===== src/uold_pkg.sv =====
`timescale 1ns / 1ps
// ----------------------------------------------------------------------------
// uold_pkg
// shared types, constants and calendar helpers for the utc to local converter
// ----------------------------------------------------------------------------
package uold_pkg;

	localparam logic [7:0]  OFFSET_MAX    = 8'd104;
	localparam logic [7:0]  OFFSET_BIAS   = 8'd48;
	localparam logic [7:0]  OFFSET_RESET  = 8'd48;
	localparam logic [11:0] YEAR_MIN      = 12'd2000;
	localparam logic [11:0] YEAR_MAX      = 12'd2099;
	localparam logic [6:0]  MIN_PER_HOUR  = 7'd60;
	localparam logic [7:0]  HOURS_PER_DAY = 8'd24;
	localparam logic [4:0]  NOON          = 5'd12;
	localparam logic [3:0]  MONTH_JAN     = 4'd1;
	localparam logic [3:0]  MONTH_FEB     = 4'd2;
	localparam logic [3:0]  MONTH_DEC     = 4'd12;

	// register indexes on the apb port
	localparam logic REG_OFFSET = 1'b0;
	localparam logic REG_MODE   = 1'b1;

	typedef enum logic [1:0] {
		STEP_NONE,
		STEP_FWD,
		STEP_BACK
	} day_step_t;

	typedef struct packed {
		logic [7:0] offset;
		logic       twelve_hour;
	} cfg_t;

	typedef struct packed {
		logic [4:0] hour24;
		logic [5:0] minute;
		logic [4:0] disp_hour;
		logic       pm;
		day_step_t  step;
	} time_res_t;

	typedef struct packed {
		logic [11:0] year;
		logic [3:0]  month;
		logic [4:0]  day;
		logic        valid;
	} date_res_t;

	// days in a month, zero for a month code that is no month
	function automatic logic [4:0] month_days(input logic leap_yr, input logic [3:0] m);
		logic [4:0] n;
		case (m)
			4'd1, 4'd3, 4'd5, 4'd7, 4'd8, 4'd10, 4'd12: n = 5'd31;
			4'd4, 4'd6, 4'd9, 4'd11:                    n = 5'd30;
			MONTH_FEB:                                  n = leap_yr ? 5'd29 : 5'd28;
			default:                                    n = 5'd0;
		endcase
		return n;
	endfunction

endpackage


===== src/uold_if.sv =====
`timescale 1ns / 1ps
// ----------------------------------------------------------------------------
// uold_in_if / uold_out_if
// valid/ready channels for utc timestamps and local time results
// ----------------------------------------------------------------------------
interface uold_in_if;
	logic        valid;
	logic        ready;
	logic [11:0] utc_year;
	logic [3:0]  utc_month;
	logic [4:0]  utc_day;
	logic [4:0]  utc_hour;
	logic [5:0]  utc_minute;

	modport source (output valid, utc_year, utc_month, utc_day, utc_hour, utc_minute,
		input ready);
	modport sink (input valid, utc_year, utc_month, utc_day, utc_hour, utc_minute,
		output ready);
endinterface

interface uold_out_if;
	logic        valid;
	logic        ready;
	logic [4:0]  local_hour24;
	logic [5:0]  local_minute;
	logic [4:0]  display_hour;
	logic        is_pm;
	logic [11:0] local_year;
	logic [3:0]  local_month;
	logic [4:0]  local_day;
	logic        date_valid;

	modport source (output valid, local_hour24, local_minute, display_hour, is_pm,
		local_year, local_month, local_day, date_valid, input ready);
	modport sink (input valid, local_hour24, local_minute, display_hour, is_pm,
		local_year, local_month, local_day, date_valid, output ready);
endinterface


===== src/uold_regs.sv =====
`timescale 1ns / 1ps
// ----------------------------------------------------------------------------
// uold_regs
// apb configuration registers: offset and twelve-hour mode
// ----------------------------------------------------------------------------
module uold_regs (
	input  logic             clk,
	input  logic             arst_n,
	input  logic             psel,
	input  logic             penable,
	input  logic             pwrite,
	input  logic [2:0]       paddr,
	input  logic [31:0]      pwdata,
	output logic [31:0]      prdata,
	output logic             pready,
	output uold_pkg::cfg_t   cfg
);
	import uold_pkg::*;

	logic [7:0] offset_q;
	logic       mode_q;
	logic       wr_en;

	assign pready = 1'b1;
	assign wr_en  = psel && penable && pwrite && pready;

	always_ff @(posedge clk or negedge arst_n) begin
		if (!arst_n) begin
			offset_q <= OFFSET_RESET;
			mode_q   <= 1'b0;
		end else if (wr_en) begin
			case (paddr[2])
				REG_OFFSET: offset_q <= pwdata[7:0];
				REG_MODE:   mode_q   <= pwdata[0];
				default:    ;
			endcase
		end
	end

	always_comb begin
		case (paddr[2])
			REG_OFFSET: prdata = {24'd0, offset_q};
			REG_MODE:   prdata = {31'd0, mode_q};
			default:    prdata = 32'd0;
		endcase
	end

	assign cfg.offset      = offset_q;
	assign cfg.twelve_hour = mode_q;

endmodule


===== src/uold_time_conv.sv =====
`timescale 1ns / 1ps
// ----------------------------------------------------------------------------
// uold_time_conv
// adds the quarter-hour offset, wraps the time of day, flags a day change
// ----------------------------------------------------------------------------
module uold_time_conv (
	input  logic [4:0]            utc_hour,
	input  logic [5:0]            utc_minute,
	input  uold_pkg::cfg_t        cfg,
	output uold_pkg::time_res_t   res
);
	import uold_pkg::*;

	logic [7:0]        off_sat;
	logic signed [7:0] off_q;
	logic signed [7:0] off_h;
	logic [5:0]        off_m;
	logic [6:0]        min_sum;
	logic              carry;
	logic signed [7:0] hour_sum;
	logic [7:0]        hour_wrap;
	logic [4:0]        h24;
	logic [4:0]        h12;

	always_comb begin
		off_sat = (cfg.offset > OFFSET_MAX) ? OFFSET_MAX : cfg.offset;
		off_q   = $signed(off_sat - OFFSET_BIAS);
		// floor split into whole hours and a quarter remainder
		off_h   = off_q >>> 2;
		case (off_q[1:0])
			2'd0:    off_m = 6'd0;
			2'd1:    off_m = 6'd15;
			2'd2:    off_m = 6'd30;
			default: off_m = 6'd45;
		endcase

		// minute sum stays below 120, so one carry at most
		min_sum = {1'b0, utc_minute} + {1'b0, off_m};
		carry   = (min_sum >= MIN_PER_HOUR);

		hour_sum = $signed({3'b000, utc_hour}) + off_h + $signed({7'd0, carry});

		// hour sum lies in -12..46, one wrap either way
		if (hour_sum < 0) begin
			hour_wrap = hour_sum + HOURS_PER_DAY;
			res.step  = STEP_BACK;
		end else if (hour_sum >= $signed(HOURS_PER_DAY)) begin
			hour_wrap = hour_sum - HOURS_PER_DAY;
			res.step  = STEP_FWD;
		end else begin
			hour_wrap = hour_sum;
			res.step  = STEP_NONE;
		end
		h24 = hour_wrap[4:0];

		res.hour24 = h24;
		res.minute = carry ? 6'(min_sum - MIN_PER_HOUR) : min_sum[5:0];
		res.pm     = (h24 >= NOON);
		h12        = (h24 >= NOON) ? (h24 - NOON) : h24;
		if (cfg.twelve_hour)
			res.disp_hour = (h12 == 5'd0) ? NOON : h12;
		else
			res.disp_hour = h24;
	end

endmodule


===== src/uold_date_adj.sv =====
`timescale 1ns / 1ps
// ----------------------------------------------------------------------------
// uold_date_adj
// moves the date one day either way and checks the calendar range
// ----------------------------------------------------------------------------
module uold_date_adj (
	input  logic [11:0]           utc_year,
	input  logic [3:0]            utc_month,
	input  logic [4:0]            utc_day,
	input  uold_pkg::day_step_t   step,
	output uold_pkg::date_res_t   res
);
	import uold_pkg::*;

	// leap rule reduces to divisible by four inside 2000..2099; outside
	// that range the date is invalid anyway
	logic        leap_in;
	logic [4:0]  md_in;
	logic        in_ok;
	logic [11:0] y_adj;
	logic [3:0]  m_adj;
	logic [4:0]  d_adj;
	logic [11:0] y_prev;
	logic        ok;

	always_comb begin
		leap_in = (utc_year[1:0] == 2'b00);
		md_in   = month_days(leap_in, utc_month);
		in_ok   = (utc_year >= YEAR_MIN) && (utc_year <= YEAR_MAX) &&
			(md_in != 5'd0) && (utc_day != 5'd0) && (utc_day <= md_in);
		y_prev  = utc_year - 12'd1;

		y_adj = utc_year;
		m_adj = utc_month;
		d_adj = utc_day;
		case (step)
			STEP_FWD: begin
				if (utc_day < md_in) begin
					d_adj = utc_day + 5'd1;
				end else begin
					d_adj = 5'd1;
					if (utc_month < MONTH_DEC) begin
						m_adj = utc_month + 4'd1;
					end else begin
						m_adj = MONTH_JAN;
						y_adj = utc_year + 12'd1;
					end
				end
			end
			STEP_BACK: begin
				if (utc_day > 5'd1) begin
					d_adj = utc_day - 5'd1;
				end else if (utc_month > MONTH_JAN) begin
					m_adj = utc_month - 4'd1;
					d_adj = month_days(leap_in, m_adj);
				end else begin
					m_adj = MONTH_DEC;
					y_adj = y_prev;
					d_adj = month_days(y_prev[1:0] == 2'b00, MONTH_DEC);
				end
			end
			default: ;
		endcase

		// a valid input date stays a real date after one step, only the year can leave range
		ok = in_ok && (y_adj >= YEAR_MIN) && (y_adj <= YEAR_MAX);

		res.valid = ok;
		res.year  = ok ? y_adj : 12'd0;
		res.month = ok ? m_adj : 4'd0;
		res.day   = ok ? d_adj : 5'd0;
	end

endmodule


===== src/utc_offset_local_datetime.sv =====
`timescale 1ns / 1ps
// ----------------------------------------------------------------------------
// utc_offset_local_datetime
// utc date and time to local date and time with a quarter-hour offset
// ----------------------------------------------------------------------------
// usage
//  - utc: valid/ready channel of utc timestamps (year, month, day, hour, minute)
//  - loc: valid/ready channel of results; one result per transfer on utc
//  - apb port: register 0 at byte 0 is the biased quarter-hour offset (48 is
//    utc, above 104 counts as 104), register 1 at byte 4 is twelve-hour mode;
//    write only while no transfer is in flight
//  - a timestamp is taken into an input register, converted by one short
//    combinational pass and caught in the output register
//  - path: the accepted timestamp waits in the input register, its result is
//    loaded into the output register, and only from there is it offered on loc
//  - throughput: one transfer per cycle while loc.ready is held high; utc.ready
//    stays high while the output register is free or drains
//  - receiver stall: the output register holds its result, the input register
//    still takes one more timestamp, then utc.ready drops
//  - reset: both pipeline stages empty, offset back to utc, 24-hour mode
// ----------------------------------------------------------------------------
module utc_offset_local_datetime (
	input  logic            clk,
	input  logic            arst_n,
	uold_in_if.sink         utc,
	uold_out_if.source      loc,
	input  logic            psel,
	input  logic            penable,
	input  logic            pwrite,
	input  logic [2:0]      paddr,
	input  logic [31:0]     pwdata,
	output logic [31:0]     prdata,
	output logic            pready
);
	import uold_pkg::*;

	cfg_t        cfg;
	time_res_t   tres;
	date_res_t   dres;

	// input stage
	logic        valid_s1;
	logic [11:0] year_s1;
	logic [3:0]  month_s1;
	logic [4:0]  day_s1;
	logic [4:0]  hour_s1;
	logic [5:0]  minute_s1;

	// result stage
	logic        valid_s2;
	time_res_t   time_s2;
	date_res_t   date_s2;

	logic        take_in;
	logic        load_s2;

	// result register loads when empty or being drained this cycle
	assign load_s2    = valid_s1 && (!valid_s2 || loc.ready);
	assign utc.ready  = !valid_s1 || load_s2;
	assign take_in    = utc.valid && utc.ready;

	uold_regs u_regs (
		.clk     (clk),
		.arst_n  (arst_n),
		.psel    (psel),
		.penable (penable),
		.pwrite  (pwrite),
		.paddr   (paddr),
		.pwdata  (pwdata),
		.prdata  (prdata),
		.pready  (pready),
		.cfg     (cfg)
	);

	uold_time_conv u_time (
		.utc_hour   (hour_s1),
		.utc_minute (minute_s1),
		.cfg        (cfg),
		.res        (tres)
	);

	uold_date_adj u_date (
		.utc_year  (year_s1),
		.utc_month (month_s1),
		.utc_day   (day_s1),
		.step      (tres.step),
		.res       (dres)
	);

	// stage valids
	always_ff @(posedge clk or negedge arst_n) begin
		if (!arst_n) begin
			valid_s1 <= 1'b0;
			valid_s2 <= 1'b0;
		end else begin
			if (take_in)
				valid_s1 <= 1'b1;
			else if (load_s2)
				valid_s1 <= 1'b0;

			if (load_s2)
				valid_s2 <= 1'b1;
			else if (loc.ready)
				valid_s2 <= 1'b0;
		end
	end

	// payload registers, no reset
	always_ff @(posedge clk) begin
		if (take_in) begin
			year_s1   <= utc.utc_year;
			month_s1  <= utc.utc_month;
			day_s1    <= utc.utc_day;
			hour_s1   <= utc.utc_hour;
			minute_s1 <= utc.utc_minute;
		end
		if (load_s2) begin
			time_s2 <= tres;
			date_s2 <= dres;
		end
	end

	assign loc.valid        = valid_s2;
	assign loc.local_hour24 = time_s2.hour24;
	assign loc.local_minute = time_s2.minute;
	assign loc.display_hour = time_s2.disp_hour;
	assign loc.is_pm        = time_s2.pm;
	assign loc.local_year   = date_s2.year;
	assign loc.local_month  = date_s2.month;
	assign loc.local_day    = date_s2.day;
	assign loc.date_valid   = date_s2.valid;

endmodule


===== src/flat_wrapper.sv =====
// flat-port wrapper written by rule: the top's interface ports become plain ports
module utc_offset_local_datetime_flat import uold_pkg::*;
  (clk, arst_n, psel, penable, pwrite, paddr, pwdata, prdata, pready, utc_valid, utc_utc_year, utc_utc_month, utc_utc_day, utc_utc_hour, utc_utc_minute, utc_ready, loc_valid, loc_local_hour24, loc_local_minute, loc_display_hour, loc_is_pm, loc_local_year, loc_local_month, loc_local_day, loc_date_valid, loc_ready);
  uold_in_if utc_i ();
  uold_out_if loc_i ();
  input  logic clk;
  input  logic arst_n;
  input  logic psel;
  input  logic penable;
  input  logic pwrite;
  input  logic [2:0] paddr;
  input  logic [31:0] pwdata;
  output logic [31:0] prdata;
  output logic pready;
  input wire logic [$bits(utc_i.valid)-1:0] utc_valid;
  input wire logic [$bits(utc_i.utc_year)-1:0] utc_utc_year;
  input wire logic [$bits(utc_i.utc_month)-1:0] utc_utc_month;
  input wire logic [$bits(utc_i.utc_day)-1:0] utc_utc_day;
  input wire logic [$bits(utc_i.utc_hour)-1:0] utc_utc_hour;
  input wire logic [$bits(utc_i.utc_minute)-1:0] utc_utc_minute;
  output wire logic [$bits(utc_i.ready)-1:0] utc_ready;
  output wire logic [$bits(loc_i.valid)-1:0] loc_valid;
  output wire logic [$bits(loc_i.local_hour24)-1:0] loc_local_hour24;
  output wire logic [$bits(loc_i.local_minute)-1:0] loc_local_minute;
  output wire logic [$bits(loc_i.display_hour)-1:0] loc_display_hour;
  output wire logic [$bits(loc_i.is_pm)-1:0] loc_is_pm;
  output wire logic [$bits(loc_i.local_year)-1:0] loc_local_year;
  output wire logic [$bits(loc_i.local_month)-1:0] loc_local_month;
  output wire logic [$bits(loc_i.local_day)-1:0] loc_local_day;
  output wire logic [$bits(loc_i.date_valid)-1:0] loc_date_valid;
  input wire logic [$bits(loc_i.ready)-1:0] loc_ready;
  assign utc_i.valid = utc_valid;
  assign utc_i.utc_year = utc_utc_year;
  assign utc_i.utc_month = utc_utc_month;
  assign utc_i.utc_day = utc_utc_day;
  assign utc_i.utc_hour = utc_utc_hour;
  assign utc_i.utc_minute = utc_utc_minute;
  assign utc_ready = utc_i.ready;
  assign loc_valid = loc_i.valid;
  assign loc_local_hour24 = loc_i.local_hour24;
  assign loc_local_minute = loc_i.local_minute;
  assign loc_display_hour = loc_i.display_hour;
  assign loc_is_pm = loc_i.is_pm;
  assign loc_local_year = loc_i.local_year;
  assign loc_local_month = loc_i.local_month;
  assign loc_local_day = loc_i.local_day;
  assign loc_date_valid = loc_i.date_valid;
  assign loc_i.ready = loc_ready;
  utc_offset_local_datetime u_core (.clk(clk), .arst_n(arst_n), .utc(utc_i), .loc(loc_i), .psel(psel), .penable(penable), .pwrite(pwrite), .paddr(paddr), .pwdata(pwdata), .prdata(prdata), .pready(pready));
endmodule

===== config.mk =====
export PLATFORM = sky130hd
export DESIGN_NAME = utc_offset_local_datetime_flat
export DESIGN_NICKNAME = d
export VERILOG_FILES = /design/src/uold_pkg.sv /design/src/uold_if.sv /design/src/uold_regs.sv /design/src/uold_time_conv.sv /design/src/uold_date_adj.sv /design/src/utc_offset_local_datetime.sv /design/src/flat_wrapper.sv
export SDC_FILE = /design/constraint.sdc
export NUM_CORES = 1
export LEC_CHECK = 0
export ABC_AREA = 1
export BUFFER_PORTS_ARGS = -buffer_cell sky130_fd_sc_hd__buf_2
export CAP_MARGIN = 20
export CORE_MARGIN = 2
export CORE_UTILIZATION = 45
export DETAILED_ROUTE_END_ITERATION = 8
export PLACE_DENSITY_LB_ADDON = 0.1
export SLEW_MARGIN = 20
export SYNTH_ARGS = -nofsm -noshare
export SYNTH_HDL_FRONTEND = slang
export SYNTH_HIERARCHICAL = 1
export SYNTH_SLANG_ARGS = --single-unit

===== constraint.sdc =====
create_clock -name clk -period 7.1 [get_ports clk]
set_clock_uncertainty 0.1 [all_clocks]
set_input_delay 0.71 -clock clk [delete_from_list [all_inputs] [get_ports clk]]
set_output_delay 0.71 -clock clk [all_outputs]
set_load 0.005 [all_outputs]

==> flow_summary_export.csv, run 1 <==
group,metric,value,unit
worst_setup_path,crit_start,"u_core/u_regs/offset_q[5]",
pwr,ir_drop,0.000236,V
synthesis,synthCells,733,
sta,hold_violations,0,
placement,place.gp.congestion,0.932,
die,core-area,0.0137,mm2
sta,finalMaxSlewViolations,0,
cells_and_area,utilization,51.6,%
synthesis,synth_edf_count,71,
hold_path,worstHoldPathType,"in2async",
sta,min_period,6.53,ns
pwr,total_leakage_power,3.28,nW
worst_setup_path,worstSetupPathType,"reg2reg",
sta,rsz0062_at_grt,"no",
clock_network,cts_root_buf,"clkbuf_16",
placement,place_hpwl,10.8,mm
global_route,gr-usage-met2,32.3,%
sta,setup_tns,0,ns
clock_network,ctsLongestPathBuffers,2,
synthesis,yosysTopAreaCell,"edfxtp_1",
flow_run,max-cap-violations,0,
outcome,outcome,"completed",
synthesis,ys.flop_type,"edfxtp_1",
worst_setup_path,cp-start-kind,"flop",
cells_and_area,diodes,0,
die,die_w,122,um
clock_network,cts_tree,"built",
die,ios,148,
synthesis,syn_area,0.00626,mm2
cells_and_area,final_common_cell,"nand2_1",
route,routedWlPerCell,13.8,um
die,dieHeight,122,um
clock_network,cts_sinks,82,
worst_setup_path,r2r-start,"u_core/u_regs/offset_q[5]",
sta,fin_crit_sh,92.0,%
sta,setup_viol,0,
sta,worstMarginPinSlew,0.909,ns
global_route,antenna_found_initial,0,
synthesis,synth_top_area_share,34.0,%
synthesis,synthArstFlopShare,13.4,%
global_route,grt_pass1_wl,22.8,mm
placement,postPlaceCellArea,0.00677,mm2
cells_and_area,fin_area,0.00708,mm2
global_route,busiest_layer,"met2",
pwr,p_per_area,359,mW/mm2
synthesis,ys_ff_latch,82,
route,drt_iter0_markers,224,
cells_and_area,final_layout_size_suffix_gt1_share,28.5,%
synthesis,synth.distinct_cells,53,
route,routed_wl,13.9,mm
cells_and_area,layout_common_cells,"nand2_1 (136), buf_2 (96), inv_1 (79)",
global_route,overflow,0,
global_route,grt_pass1_vias,4808,
clock_network,postCtsHoldBufs,0,
route,drc,0,
die,start_util,45.7,%
worst_setup_path,endpoint_kind,"flop",
cells_and_area,area_delta_synth_final,13.0,%
route,vias,5072,
clock_network,clk_latency,0.35,ns
global_route,grt_util_met3,3.93,%
pwr,power,0.00254,W
worst_setup_path,cp_slowest_cell,"dfstp_2",
worst_setup_path,cpPeakStageDelay,0.57,ns
route,dr.pass1.iters,4,
global_route,track_usage,19.6,%
placement,io_buffers,96,
worst_setup_path,worst_ep_arrival_time,6.64,ns
synthesis,synth-seq-area-share,38.5,%
route,detail-route-antenna-nets,0,
global_route,met1_usage,24.3,%
synthesis,synth.area.top_cells,"edfxtp_1 (34%), nand2_1 (8.2%), ha_1 (6.4%)",
clock_network,clkTransAtPathRegs,0.06,ns
die,dieArea,0.0149,mm2
sta,whs,0.110,ns
global_route,grt_max_degree,33,
worst_setup_path,reg2reg_depth,38,
worst_setup_path,crit_fanout,19,
sta,fmax,153,MHz
synthesis,ys.warnings.count,6,
die,fp-row-count,43,
clock_network,numCtsBuffers,9,
cells_and_area,layout.nets,935,
clock_network,htree_num_levels,3,
route,drt-vias-per-instance,5.02,
worst_setup_path,required,7.21,ns
sta,slew_headroom,39.2,%
synthesis,avgSynthCellArea,8.55,um2
## critical path, delay by kind of cell (launching register included)
kind | cells | cell delay (ns)
fa+ha+maj | 6 | 1.87
xor+xnor | 1 | 0.21
flops | 1 | 0.57
compound gates | 4 | 0.76
simple gates | 18 | 1.76
buf+inv | 9 | 1.10
## layer usage
layer / vias up / part of all wire [%]
met5: - / 0
met2: 173 / 48
met4: 0 / 3.2
met1: 2299 / 43
li1: 2575 / -
met3: 25 / 6.1
## report_power, final
| part | total [W] | internal, W | switching, W |
|---|---|---|---|
| registers | 0.000675 | 0.000629 | 0.0000461 |
| logic | 0.00144 | 0.000539 | 0.000898 |
| clock network | 0.000425 | 0.000236 | 0.000189 |
## path summary, 6_finish.rpt
check,to,slack [ns]
max,u_core/loc.local_year[7],0.57
min,u_core/valid_s1,0.11
max reg2reg,u_core/loc.local_year[7],0.57
min reg2reg,u_core/u_regs/offset_q[5],0.40
max in group asynchronous,u_core/u_regs/offset_q[4],6.52
min in group clk,u_core/u_regs/offset_q[5],0.40
## metrics by stage
step / worst slack, ns / std cells
after floorplan: 0.897 / 756
after global placement: 0.458 / 994
after detailed placement: 0.355 / 994
after CTS: 0.291 / 1010
after global routing: 0.0362 / 1011
final: 0.571 / 1011
## final cells by class
| class | count | area, um2 |
|---|---|---|
| Sequential cell | 82 | 2410 |
| Timing Repair Buffer | 107 | 592 |
| Clock buffer | 11 | 233 |
| Multi-Input combinational cell | 532 | 3220 |
| Fill cell | 1329 | 6640 |
| Tap cell | 180 | 225 |
| Inverter | 94 | 365 |
| Clock inverter | 5 | 32.5 |
## logic make-up after synthesis
family	count (synthesis)	share of synthesized area [%]
AND/OR/NAND/NOR	374	32.3
other	2	0.120
adder cells (fa/ha/maj)	35	7.35
multiplexers	2	0.320
AO/OA/AOI/OAI	82	7.59
buffers and inverters	142	11.9
XOR/XNOR	14	1.96
flip-flops	82	38.5
## sequential cells by signal, indices dropped and copies added (netlist names), 6 cells and up
signal,cells
u_core/u_regs/offset_q,8
u_core/loc.local_minute,6
u_core/minute_s1,6
u_core/loc.local_year,12
u_core/year_s1,12
## repair_timing
item                                    in CTS  in global routing
buffers inserted                             0                  1
gates resized for setup                      0                  6
endpoints found under the setup margin       0                 20
## synthesized netlist by cell type (4+ instances only)
library cell / n
a21oi_1: 20
a31oi_1: 4
buf_4: 31
buf_6: 8
dfrtp_1: 9
edfxtp_1: 71
ha_1: 32
inv_1: 80
inv_2: 12
nand2_1: 137
nand2_2: 20
nand3_1: 70
nand3_2: 11
nand3_4: 5
nand4_1: 16
nor2_1: 52
nor2_2: 27
nor2_4: 5
nor2_8: 5
nor3_1: 8
o211ai_1: 4
o21ai_0: 34
o21ai_1: 4
o22ai_1: 5
or2_2: 5
xnor2_1: 4
xor2_1: 10
(Power assumes the default switching activity.)
==> inputs of run 2 (changes only) <==
--- a/config.mk
+++ b/config.mk
@@ -5,13 +5,12 @@
 export SDC_FILE = /design/constraint.sdc
 export NUM_CORES = 1
 export LEC_CHECK = 0
-export ABC_AREA = 1
 export BUFFER_PORTS_ARGS = -buffer_cell sky130_fd_sc_hd__buf_2
 export CAP_MARGIN = 20
 export CORE_MARGIN = 2
-export CORE_UTILIZATION = 45
+export CORE_UTILIZATION = 54
 export DETAILED_ROUTE_END_ITERATION = 8
-export PLACE_DENSITY_LB_ADDON = 0.1
+export PLACE_DENSITY_LB_ADDON = 0.08
 export SLEW_MARGIN = 20
 export SYNTH_ARGS = -nofsm -noshare
 export SYNTH_HDL_FRONTEND = slang
==> run 2 against run 1 <==
Largest power group unchanged. Non-clock buffer count up 24. Highest routed layer unchanged. Cell count down 19%. First-iteration DRC count down 12%. Area after synthesis down 8.5%. Setup slack worse by 0.36 ns. Worst hold slack worse by 0.013 ns. Critical path depth down 6.
==> flow_summary_export.csv, run 2 <==
group,metric,value,unit
outcome,outcome,"completed",
cells_and_area,nFillCells,836,
synthesis,ys.warnings.count,6,
worst_setup_path,reg2reg_depth,32,
sta,finalMaxSlewViolations,0,
route,drt_iter0_markers,198,
route,vias,4778,
route,drt-vias-per-instance,5.86,
die,dieHeight,107,um
worst_setup_path,crit_end,"u_core/loc.local_year[3]",
sta,min_period,6.89,ns
synthesis,yosysTopAreaCell,"edfxtp_1",
die,dieArea,0.0114,mm2
worst_setup_path,cp_slowest_cell,"or4_4",
synthesis,synth_top_area_share,37.2,%
global_route,grt_max_degree,40,
hold_path,worstHoldPathType,"in2async",
synthesis,syn_area,0.00573,mm2
synthesis,ys_ff_latch,82,
worst_setup_path,r2r_slack,0.21,ns
worst_setup_path,required,7.12,ns
worst_setup_path,path_buf_inv,6,
clock_network,numCtsBuffers,9,
synthesis,synth_commonest_cells,"edfxtp_1 (71), nand2_1 (48), nor2_1 (42), ha_1 (32), buf_4 (28)",
global_route,busiest_layer,"met2",
die,die_w,107,um
synthesis,synthArstFlopShare,13.4,%
placement,place_hpwl,10.0,mm
route,detail-route-antenna-nets,0,
sta,setup_viol,0,
placement,io_buffers,96,
clock_network,ctsLongestPathBuffers,2,
clock_network,clk_latency,0.37,ns
worst_setup_path,worst_ep_arrival_time,6.92,ns
pwr,p_per_area,366,mW/mm2
clock_network,cts_root_buf,"clkbuf_8",
placement,postPlaceCellArea,0.00636,mm2
synthesis,synth_edf_count,71,
synthesis,synth.area.top_cells,"edfxtp_1 (37%), ha_1 (7.0%), dfrtp_1 (3.9%)",
cells_and_area,diodes,0,
route,drc,0,
pwr,total_leakage_power,2.88,nW
cells_and_area,final_cells,815,
sta,hold_violations,0,
cells_and_area,layout_common_cells,"buf_2 (96), edfxtp_1 (71), nand2_1 (47)",
global_route,gr-usage-met2,39.9,%
worst_setup_path,cp.depth,32,
synthesis,synth.distinct_cells,88,
clock_network,postCtsHoldBufs,0,
cells_and_area,area_delta_synth_final,19.1,%
cells_and_area,layout.nets,783,
clock_network,cts_tree,"built",
global_route,grt_pass1_wl,21.6,mm
sta,slew_headroom,34.3,%
route,dr.pass1.iters,8,
synthesis,synthCells,560,
worst_setup_path,endpoint_kind,"flop",
global_route,grt_util_met3,4.62,%
worst_setup_path,crit_start,"u_core/u_regs/offset_q[3]",
die,core-area,0.0103,mm2
cells_and_area,fin_area,0.00682,mm2
clock_network,cts_sinks,82,
global_route,overflow,0,
worst_setup_path,r2r-start,"u_core/u_regs/offset_q[3]",
worst_setup_path,crit_fanout,8,
cells_and_area,final_common_cell,"buf_2",
sta,fmax,145,MHz
global_route,antenna_found_initial,0,
pwr,ir_drop,0.000254,V
flow_run,max-cap-violations,0,
placement,place.gp.congestion,0.966,
cells_and_area,final_layout_size_suffix_gt1_share,33.3,%
synthesis,avgSynthCellArea,10.2,um2
placement,dpl.cell_count,785,
die,fp-row-count,37,
global_route,grt_pass1_vias,4486,
pwr,power,0.00249,W
die,start_util,55.5,%
sta,worstMarginPinSlew,0.982,ns
clock_network,htree_num_levels,3,
worst_setup_path,cpPeakStageDelay,0.48,ns
sta,finalWorstSetupSlack,0.208,ns
cells_and_area,utilization,66.1,%
die,ios,148,
route,routed_wl,13.9,mm
placement,pre_cts_slack,-0.0640,ns
synthesis,synth.most_common_cell,"edfxtp_1",
worst_setup_path,cp_top_family,"compound AO/OA/AOI/OAI gates",
synthesis,synth-seq-area-share,42.1,%
global_route,met1_usage,30.7,%
clock_network,clkTransAtPathRegs,0.09,ns
sta,fin_crit_sh,97.1,%
worst_setup_path,cp-start-kind,"flop",
worst_setup_path,worst_r2r_endpoint,"u_core/loc.local_year[3]",
synthesis,ys.flop_type,"edfxtp_1",
worst_setup_path,path_common_cell,"inv_2",
worst_setup_path,worstSetupPathType,"reg2reg",
route,routedWlPerCell,17.0,um
global_route,track_usage,24.2,%
[run 2: logic make-up after synthesis]
kind of cell             count (synthesis)  synth area share (%)
XOR/XNOR                                15                  2.53
multiplexers                            18                  3.63
buffers and inverters                   76                  7.43
AND/OR/NAND/NOR                        197                  19.0
other                                    2                 0.131
adder cells (fa/ha/maj)                 35                  8.04
AO/OA/AOI/OAI                          135                  17.1
flip-flops                              82                  42.1
[run 2: final cells by class]
cell class	instances	area, um2	share of cell area (%)
clock buffers	12	145	2.13
clock inverters	4	25.0	0.367
inverters	25	98.8	1.45
multi-input cells	425	3190	46.7
flip-flops and latches	82	2410	35.3
well taps	136	170	2.49
repair buffers	131	785	11.5
[run 2: how the worst min path moves through the flow]
stage                              start                         to  slack, ns
2_1_floorplan                     arst_n           u_core/loc.valid       0.31
3_3_place_gp   u_core/u_regs/offset_q[2]  u_core/u_regs/offset_q[2]       0.41
3_5_place_dp   u_core/u_regs/offset_q[2]  u_core/u_regs/offset_q[2]       0.42
4_1_cts                           arst_n       u_core/u_regs/mode_q       0.09
5_1_grt                           arst_n       u_core/u_regs/mode_q       0.10
6_report                          arst_n       u_core/u_regs/mode_q        0.1
[run 2: timing repair]
item / CTS / global route
gates cloned: 0 / 1
setup endpoints to repair: 16 / 20
buffers inserted: 4 / 9
pin swaps: 6 / 23
gates resized for setup: 3 / 33
[run 2: power by group]
part | total (W) | internal, W | switching [W]
logic | 0.00150 | 0.000661 | 0.000839
registers | 0.000682 | 0.000637 | 0.0000452
clock network | 0.000313 | 0.000137 | 0.000176
total | 0.00249 | 0.00143 | 0.00106
[run 2: layer usage]
layer / vias up / part of all wire (%) / routed length (um)
met5: - / 0 / 0
met4: 0 / 2.9 / 399
li1: 2255 / - / -
met3: 36 / 7.2 / 1000
met2: 231 / 49 / 6790
met1: 2256 / 41 / 5690
[run 2: per-stage QoR]
stage / setup TNS (ns) / hold WS, ns
6_report: 0 / 0.0973
5_1_grt: -0.101 / 0.103
4_1_cts: 0 / 0.0944
3_5_place_dp: -0.155 / 0.418
3_3_place_gp: 0 / 0.414
2_1_floorplan: 0 / 0.314
[run 2: worst register-to-register path: cells and delay by family, from the launching register on]
family                     cells  cell delay [ns]
xor gates and xnor gates       2             0.39
AOI/OAI and AO/OA             10             2.41
DFF                            1             0.39
and+or+nand+nor               10             1.65
buffers and inverters          6             0.58
adders and majority gates      4             1.14
==> inputs of run 3 (changes only) <==
==> constraint.sdc (replaced) <==
create_clock -name clk -period 7.6 [get_ports clk]
set_clock_uncertainty 0.1 [all_clocks]
set_input_delay 0.76 -clock clk [delete_from_list [all_inputs] [get_ports clk]]
set_output_delay 0.76 -clock clk [all_outputs]
set_load 0.005 [all_outputs]
==> run 3 against run 2 <==
Combinational power down 17%. Power down 9.0%. Via count down 2.2%. Largest power group unchanged. Final area down 2.7%. Wire length down 6.3%. Sequential share of layout area up 0.99 points. Die area unchanged. Clock power up 27%. Clock-buffer cell count down 2.
==> flow_summary_export.csv, run 3 (synthesis gave the netlist of run 2 again) <==
group,metric,value,unit
sta,whs,0.154,ns
clock_network,numCtsBuffers,9,
die,die_w,107,um
route,drt_iter0_markers,194,
global_route,busiest_layer,"met2",
route,detail-route-antenna-nets,0,
die,core-area,0.0103,mm2
worst_setup_path,cp_slowest_cell,"fa_2",
global_route,grt_max_degree,40,
route,dr.pass1.iters,5,
sta,min_period,7.27,ns
clock_network,clk_latency,0.36,ns
sta,hold_violations,0,
route,vias,4675,
global_route,antenna_found_initial,1,
sta,fin_crit_sh,95.7,%
global_route,grt_pass1_wl,20.9,mm
worst_setup_path,required,7.61,ns
route,drc,0,
sta,finalMaxSlewViolations,0,
cells_and_area,nFillCells,852,
route,drt-vias-per-instance,5.86,
worst_setup_path,worstSetupPathType,"reg2reg",
pwr,p_per_area,342,mW/mm2
cells_and_area,final_common_cell,"buf_2",
sta,rsz0062_at_grt,"no",
sta,slew_headroom,35.7,%
global_route,grt_util_met3,5.90,%
outcome,outcome,"completed",
worst_setup_path,cp-start-kind,"flop",
sta,fmax,138,MHz
placement,pre_cts_slack,-0.149,ns
die,dieHeight,107,um
global_route,track_usage,23.1,%
clock_network,cts_sinks,82,
clock_network,cts_root_buf,"clkbuf_8",
die,dieArea,0.0114,mm2
global_route,overflow,0,
route,routedWlPerCell,16.3,um
die,start_util,55.5,%
die,fp-row-count,37,
pwr,total_leakage_power,2.81,nW
pwr,ir_drop,0.000185,V
hold_path,worstHoldPathType,"in2async",
global_route,grt_pass1_vias,4362,
sta,setup_viol,0,
clock_network,ctsLongestPathBuffers,2,
sta,worstMarginPinSlew,0.964,ns
route,routed_wl,13.0,mm
placement,io_buffers,96,
placement,place_hpwl,9.60,mm
clock_network,cts_tree,"built",
die,ios,148,
flow_run,max-cap-violations,0,
global_route,gr-usage-met2,38.6,%
cells_and_area,final_layout_size_suffix_gt1_share,29.7,%
worst_setup_path,cpPeakStageDelay,0.46,ns
worst_setup_path,crit_fanout,16,
cells_and_area,layout_common_cells,"buf_2 (96), edfxtp_1 (71), nand2_1 (48)",
worst_setup_path,endpoint_kind,"flop",
clock_network,clkTransAtPathRegs,0.09,ns
sta,finalWorstSetupSlack,0.328,ns
cells_and_area,area_delta_synth_final,15.8,%
cells_and_area,layout.nets,765,
placement,place.gp.congestion,0.927,
clock_network,htree_num_levels,3,
worst_setup_path,worst_ep_arrival_time,7.28,ns
global_route,met1_usage,28.6,%
-- run 3: area by class of cell --
class                      count  area [um2]  share of cell area [%]
clock inverter                 6         114                    1.72
clock buffer                  10         138                    2.07
tap                          136         170                    2.56
antenna                        1        2.50                  0.0377
sequential                    82        2410                    36.3
timing repair buffer         113         621                    9.35
multi-input combinational    425        3090                    46.5
inverter                      25        93.8                    1.41
-- run 3: metrics by stage --
stage          instances  TNS [ns]  util, %  total power [W]  instance area (um2)
6_report             798         0     64.3          0.00227                 6640
5_1_grt              797         0     64.2          0.00241                 6630
4_1_cts              794         0     63.4          0.00221                 6540
3_5_place_dp         778    -0.275     60.6          0.00179                 6260
3_3_place_gp         778   -0.0127     60.6          0.00176                 6260
2_1_floorplan        583         0        -          0.00146                 5820
-- run 3: where the power goes --
part           total (W)  internal, W  switching, W
combinational    0.00124     0.000516      0.000719
sequential      0.000637     0.000595     0.0000417
clock           0.000398     0.000228      0.000171
-- run 3: worst max-delay path, delay by kind of cell, from the launching register on --
| family | cells | cell delay [ns] |
|---|---|---|
| compound gates | 13 | 2.59 |
| xor+xnor | 1 | 0.10 |
| fa+ha+maj | 5 | 1.82 |
| buf+inv | 5 | 0.44 |
| flops | 1 | 0.41 |
| simple gates | 7 | 1.53 |
-- run 3: worst paths after layout --
path | startpoint | endpoint | slack (ns) | cells past startpoint
worst min register to register | u_core/u_regs/offset_q[2] | u_core/u_regs/offset_q[2] | 0.44 | 1
max in group asynchronous | arst_n | u_core/u_regs/offset_q[5] | 6.97 | 1
worst max-delay path | u_core/u_regs/offset_q[3] | u_core/loc.local_month[2] | 0.33 | 31
worst min-delay path | arst_n | u_core/u_regs/offset_q[3] | 0.15 | 1
min in group clk | u_core/u_regs/offset_q[2] | u_core/u_regs/offset_q[2] | 0.44 | 1
worst max register to register | u_core/u_regs/offset_q[3] | u_core/loc.local_month[2] | 0.33 | 31
-- run 3: layer usage --
metal  part of all wire [%]  up-vias
li1                       -     2228
met1                     41     2214
met2                     49      202
met3                    7.8       29
met4                    2.3        2
met5                  0.054        -
-- run 3: repair_timing --
| item | 4_1_cts | 5_1_grt |
|---|---|---|
| hold buffers | 0 | 0 |
| setup buffers | 0 | 3 |
| pin swaps | 0 | 5 |
| endpoints found under the setup margin | 16 | 17 |
| gates resized for setup | 7 | 12 |
